File: config.mk
export PLATFORM = sky130hd
export DESIGN_NAME = pjr_mul
export DESIGN_NICKNAME = d
export VERILOG_FILES = /design/src/rtl/pjr_pkg.sv /design/src/rtl/pjr_mul.sv
export SDC_FILE = /design/constraint.sdc
export NUM_CORES = 2
export LEC_CHECK = 0
export BUFFER_PORTS_ARGS = -buffer_cell sky130_fd_sc_hd__buf_2
export CORE_MARGIN = 8
export CORE_UTILIZATION = 50
export DETAILED_ROUTE_END_ITERATION = 8
export PLACE_DENSITY = 0.69
export SYNTH_ARGS = -nofsm -noshare
export SYNTH_HDL_FRONTEND = slang
export SYNTH_SLANG_ARGS = --single-unit
File: constraint.sdc
create_clock -name clk -period 9 [get_ports clk]
set_input_delay 1.8 -clock clk [delete_from_list [all_inputs] [get_ports clk]]
set_output_delay 1.8 -clock clk [all_outputs]
set_load 0.005 [all_outputs]
File: src/rtl/pjr_pkg.sv
// ----------------------------------------------------------------------------
// pjr_pkg
// Shared constants, codes and types of the Jacobi relaxation solver.
// ----------------------------------------------------------------------------
package pjr_pkg;

  // Grid and number formats
  localparam int GRID_MAX_DEF = 16;
  localparam int VAL_W        = 32;
  localparam int ERR_W        = 63;
  localparam int H_W          = 24;
  localparam int CNT_W        = 16;
  localparam int GS_W         = 5;
  localparam int FRAC         = 24;

  // Configuration port
  localparam int CFG_IDX_W  = 2;
  localparam int CFG_DATA_W = 63;

  localparam logic [CFG_IDX_W-1:0] CFG_GRID_SIZE = 2'd0;
  localparam logic [CFG_IDX_W-1:0] CFG_STEP_H    = 2'd1;
  localparam logic [CFG_IDX_W-1:0] CFG_THRESHOLD = 2'd2;
  localparam logic [CFG_IDX_W-1:0] CFG_MAX_ITER  = 2'd3;

  // Register reset values
  localparam logic [GS_W-1:0]  GS_RST    = 5'd16;
  localparam logic [H_W-1:0]   H_RST     = 24'd1048576;
  localparam logic [ERR_W-1:0] THR_RST   = 63'd281474977;
  localparam logic [CNT_W-1:0] MAXIT_RST = 16'hFFFF;

  // Operation codes
  localparam logic [1:0] OP_LOAD  = 2'd0;
  localparam logic [1:0] OP_SOLVE = 2'd1;
  localparam logic [1:0] OP_READ  = 2'd2;

  localparam logic [ERR_W-1:0] ERR_MAX = '1;

  // Shared multiplier
  localparam int MUL_W  = 33;
  localparam int PROD_W = 66;

  typedef logic signed [MUL_W-1:0]  mul_op_t;
  typedef logic signed [PROD_W-1:0] prod_t;

  typedef struct packed {
    logic    en;
    mul_op_t a;
    mul_op_t b;
  } mul_req_t;

endpackage

File: src/rtl/pjr_mul.sv
// ----------------------------------------------------------------------------
// pjr_mul
// Shared signed multiplier with a registered product.
// ----------------------------------------------------------------------------
module pjr_mul (
  input  logic              clk,
  input  pjr_pkg::mul_req_t req,
  output pjr_pkg::prod_t    prod_r
);

  // Capture the product when a request is issued, hold otherwise
  always_ff @(posedge clk) begin
    if (req.en) begin
      prod_r <= pjr_pkg::PROD_W'(req.a) * pjr_pkg::PROD_W'(req.b);
    end
  end

endmodule

# Word level (Yosys, flattened, before mapping)
# Index checks and enable logic that the tools add are counted.
[totals] register_bits=66 inputBits=68 output_inout_bits=66 word_cells=2
[classes] mul=1
[ops] cell="$mul A33 B33 Y66" count=1

# Logic depth before layout (Yosys ltp)
[depth] depth_word=1 depth_mapped=27 mapped_depth_nobuf=26

# Worst setup path after synthesis
# Ideal clock, no wire load.
[synth_timing] path_type="in2reg" start="in req[65] (netlist bit)" end="reg prod_r[62], data pin" setup_ns=0.269 arrival_time_ns=8.896 t_required_ns=8.731 setup_slack_ns=-0.165 path_stages=23 n_path_buf=2 cell_sequence="clkbuf_1 nand2_1 inv_1 fa_1 fa_1 fa_1 fa_1 fa_1 fa_1 fa_1 inv_1 fa_1 inv_1 ha_1 clkbuf_1 and3_1 nand3_1 nand2b_1 a2111oi_4 a211oi_4 a21o_2 a211oi_2 a211oi_2"
[synth_between] elab_chain_cells=1
[synth_lines] element="start: declaration" line="pjr_mul.sv:7" rtl="input pjr_pkg::mul_req_t req,"
[synth_lines] element="$mul A33 B33 Y66" line="pjr_mul.sv:14" rtl="prod_r <= pjr_pkg::PROD_W'(req.a) * pjr_pkg::PROD_W'(req.b);"
[synth_lines] element="end signal: assignment" line="pjr_mul.sv:14"
[synth_lines] element="end: declaration" line="pjr_mul.sv:8" rtl="output pjr_pkg::prod_t prod_r"
# Every way passes these cells.
# A chain may end at the register's enable or synchronous reset.

# Worst setup path after layout
[layout_timing] start="in req[58] (netlist bit)" end="reg prod_r[58], data pin"
# The elaborated chain is that of the path after synthesis.

==> reports/results.tsv <==
metric	value	unit
ys.flop_type	edfxtp_1	
whs_endpoint	prod_r[14]	
grt_pass1_wl	176000	µm
relSlewSlack	44.9	%
dpl_cell_area	45100	µm²
status	finished clean	
synthesis.instances	4338	
h-tree-depth	3	
drive_gt1_share	11.0	%
clock_path_buffers	2	
yosysWarnings	0	
ys_seq_elements	66	
rsz0062_at_grt	false	
synth_mux_area_share	0	%
crit_path_end_kind	flop	
drtAntennaViolNets	0	
fmax	0.115	GHz
cp_max_fo	16	
drv_slew	0	
routed-wl-met3	5180	µm
hold_class	input port to flop	
synth_xor_area_share	1.44	%
die_height	304	µm
max_flop_register	prod_r	
setup_viol	0	
wire_per_inst	19.1	µm
synth_edf_count	66	
yosysMostFrequentCell	fa_1	
core-area	82000	µm²
crit_arrival	8.80	ns
antenna_found_initial	10	
fin_crit	8.71	ns
hold_depth	1	
ios	134	
highest_layer	met4	
cts_buffers	9	
wl	108000	µm
synth_top_family_by_area	adder cells	
yosysTopAreaCell	fa_1	
fillers	7328	
cts_hold_buffers	0	
worstHoldStart	req[66]	
avgSynthCellArea	9.54	µm²
synth_compound_gate_area_share	4.00	%
synthTopCellsByArea	fa_1, inv_1, and2_1	
overflow	0	
min_period_over_period	96.8	%
fin_tns_setup	0	ns
ff_latch_area	1980	µm²
row_count	105	
die_w	304	µm
clk_pin_slew	0.07	ns
drt-initial-drc-count	1558	
crit_required	9.09	ns
wl_met1	40100	µm
critPathLaunchType	input port	
ys_seq_area_share	4.79	%
synth-async-reset-ratio	0	%
portBuffers	133	
place_congestion	0.943	
top_regs	prod_r: 66 flops	
synth.top_cell.area_share	55.4	%
criticalPathCategory	input port to flop	
drc	0	
area.growth.synth_to_final	9.94	%
num_vias	29600	
met2_length	56700	µm
firstDrtPassIters	5	
ys_top_cells_by_count	fa_1, inv_1, and2_1	
synth-simple-area-share	15.5	%
gr-usage-all-layers	23.9	%
avgViaCountPerCell	5.23	
yosys.area_share.adder	61.9	%
multi_input_area	34300	µm²
largest_reg_flops	66	
ys_types	80	
cts.sinks	66	
initial_core_util	50.5	%
first_global_vias	32900	
final_cell_area	45500	µm²
dp_hpwl	96900	µm
synth.cell_area	41400	µm²
fp.dieArea	92300	µm²
tightest_slew	0.827	ns
final_hold_viol_count	0	
cts_tree	yes	
maxCapViolations	0	
nNetsFinal	6000	
grt_max_degree	59	
clockRootBuffer	clkbuf_16	
synth_fp_nets	5768	
## cell families (layout without fill, tap and decap cells)
group / count (synthesis) / after routing
adder cells (fa/ha/maj): 1362 / 1362
buffers and inverters: 1352 / 1589
AND/OR/NAND/NOR: 1271 / 1271
AO/OA/AOI/OAI: 219 / 219
XOR/XNOR: 68 / 68
flip-flops: 66 / 66
other: 0 / 11
## how the worst max path moves through the flow
stage                     startpoint         end  slack (ns)  cells after the start
after floorplan              req[65]  prod_r[62]        0.05                     23
final                        req[58]  prod_r[58]        0.29                     25
after global routing         req[65]  prod_r[62]        0.01                     25
after CTS                     req[9]  prod_r[62]        0.14                     23
after detailed placement      req[9]  prod_r[62]       -0.13                     23
after global placement        req[3]  prod_r[61]       -0.09                     24
## stage by stage
| stage | hold WS (ns) | std cells | util [%] | worst slack [ns] |
|---|---|---|---|---|
| 6_report | 1.80 | 5656 | 55.5 | 0.290 |
| 5_1_grt | 1.79 | 5652 | 55.5 | 0.0125 |
| 4_1_cts | 1.79 | 5645 | 55.4 | 0.142 |
| 3_5_place_dp | 2.16 | 5629 | 55.1 | -0.132 |
| 3_3_place_gp | 2.16 | 5629 | 55.1 | -0.0902 |
| 2_1_floorplan | 1.91 | 4338 | - | 0.0539 |
## cell usage in the layout (no fill, tap or decap), drive strengths merged, types with 5 or more instances in the layout
| cell | n |
|---|---|
| fa | 1145 |
| inv | 1131 |
| and2 | 563 |
| nand2 | 551 |
| buf | 432 |
| ha | 217 |
| nor2 | 68 |
| edfxtp | 66 |
| a21oi | 61 |
| xnor2 | 43 |
| a21o | 38 |
| o21ai | 33 |
| nand3 | 26 |
| xor2 | 25 |
| clkbuf | 19 |
| nand2b | 12 |
| nand4 | 12 |
| diode | 11 |
| o21bai | 11 |
| a211oi | 11 |
| a31oi | 9 |
| nor3 | 7 |
| o31ai | 7 |
| o21a | 6 |
| a211o | 6 |
| and3 | 6 |
| and4 | 5 |
| nor2b | 5 |
| o211ai | 5 |
| clkinv | 5 |
## critical path, cell delays in order
cell      delay, ns
buf_2          0.24
and2_1         0.23
fa_1           0.53
inv_1          0.05
fa_1           0.53
inv_1          0.05
fa_1           0.50
inv_1          0.07
fa_1           0.53
inv_1          0.05
fa_1           0.48
fa_1           0.58
fa_1           0.52
inv_1          0.05
fa_1           0.47
inv_1          0.04
ha_1           0.30
o21a_1         0.13
a21o_1         0.17
a311o_1        0.35
a31o_1         0.27
a211oi_4       0.36
a21oi_2        0.13
nor4b_2        0.26
a311oi_1       0.07
## per-layer routing
metal / vias up / GRT usage, %
li1: 12900 / -
met1: 15600 / 28.7
met2: 907 / 42.8
met3: 251 / 2.80
met4: 0 / 11.5
met5: - / 0
## cell type report
cell class                      count  share of cell area (%)
Multi-Input combinational cell   2920                    75.5
Inverter                         1131                    9.33
Timing Repair Buffer              442                    7.20
Sequential cell                    66                    4.36
Tap cell                         1070                    2.94
Clock buffer                        9                   0.495
Clock inverter                      7                   0.154
Antenna cell                       11                  0.0605
## what timing repair did
item | 4_1_cts | 5_1_grt
resized for setup | 0 | 17
buffers inserted | 0 | 0
endpoints found under the setup margin | 0 | 12
endpoints found under the hold margin | 0 | 0
Power is not shown: default switching activity piles up to over one toggle a cycle in this logic, so the estimate is an artifact.
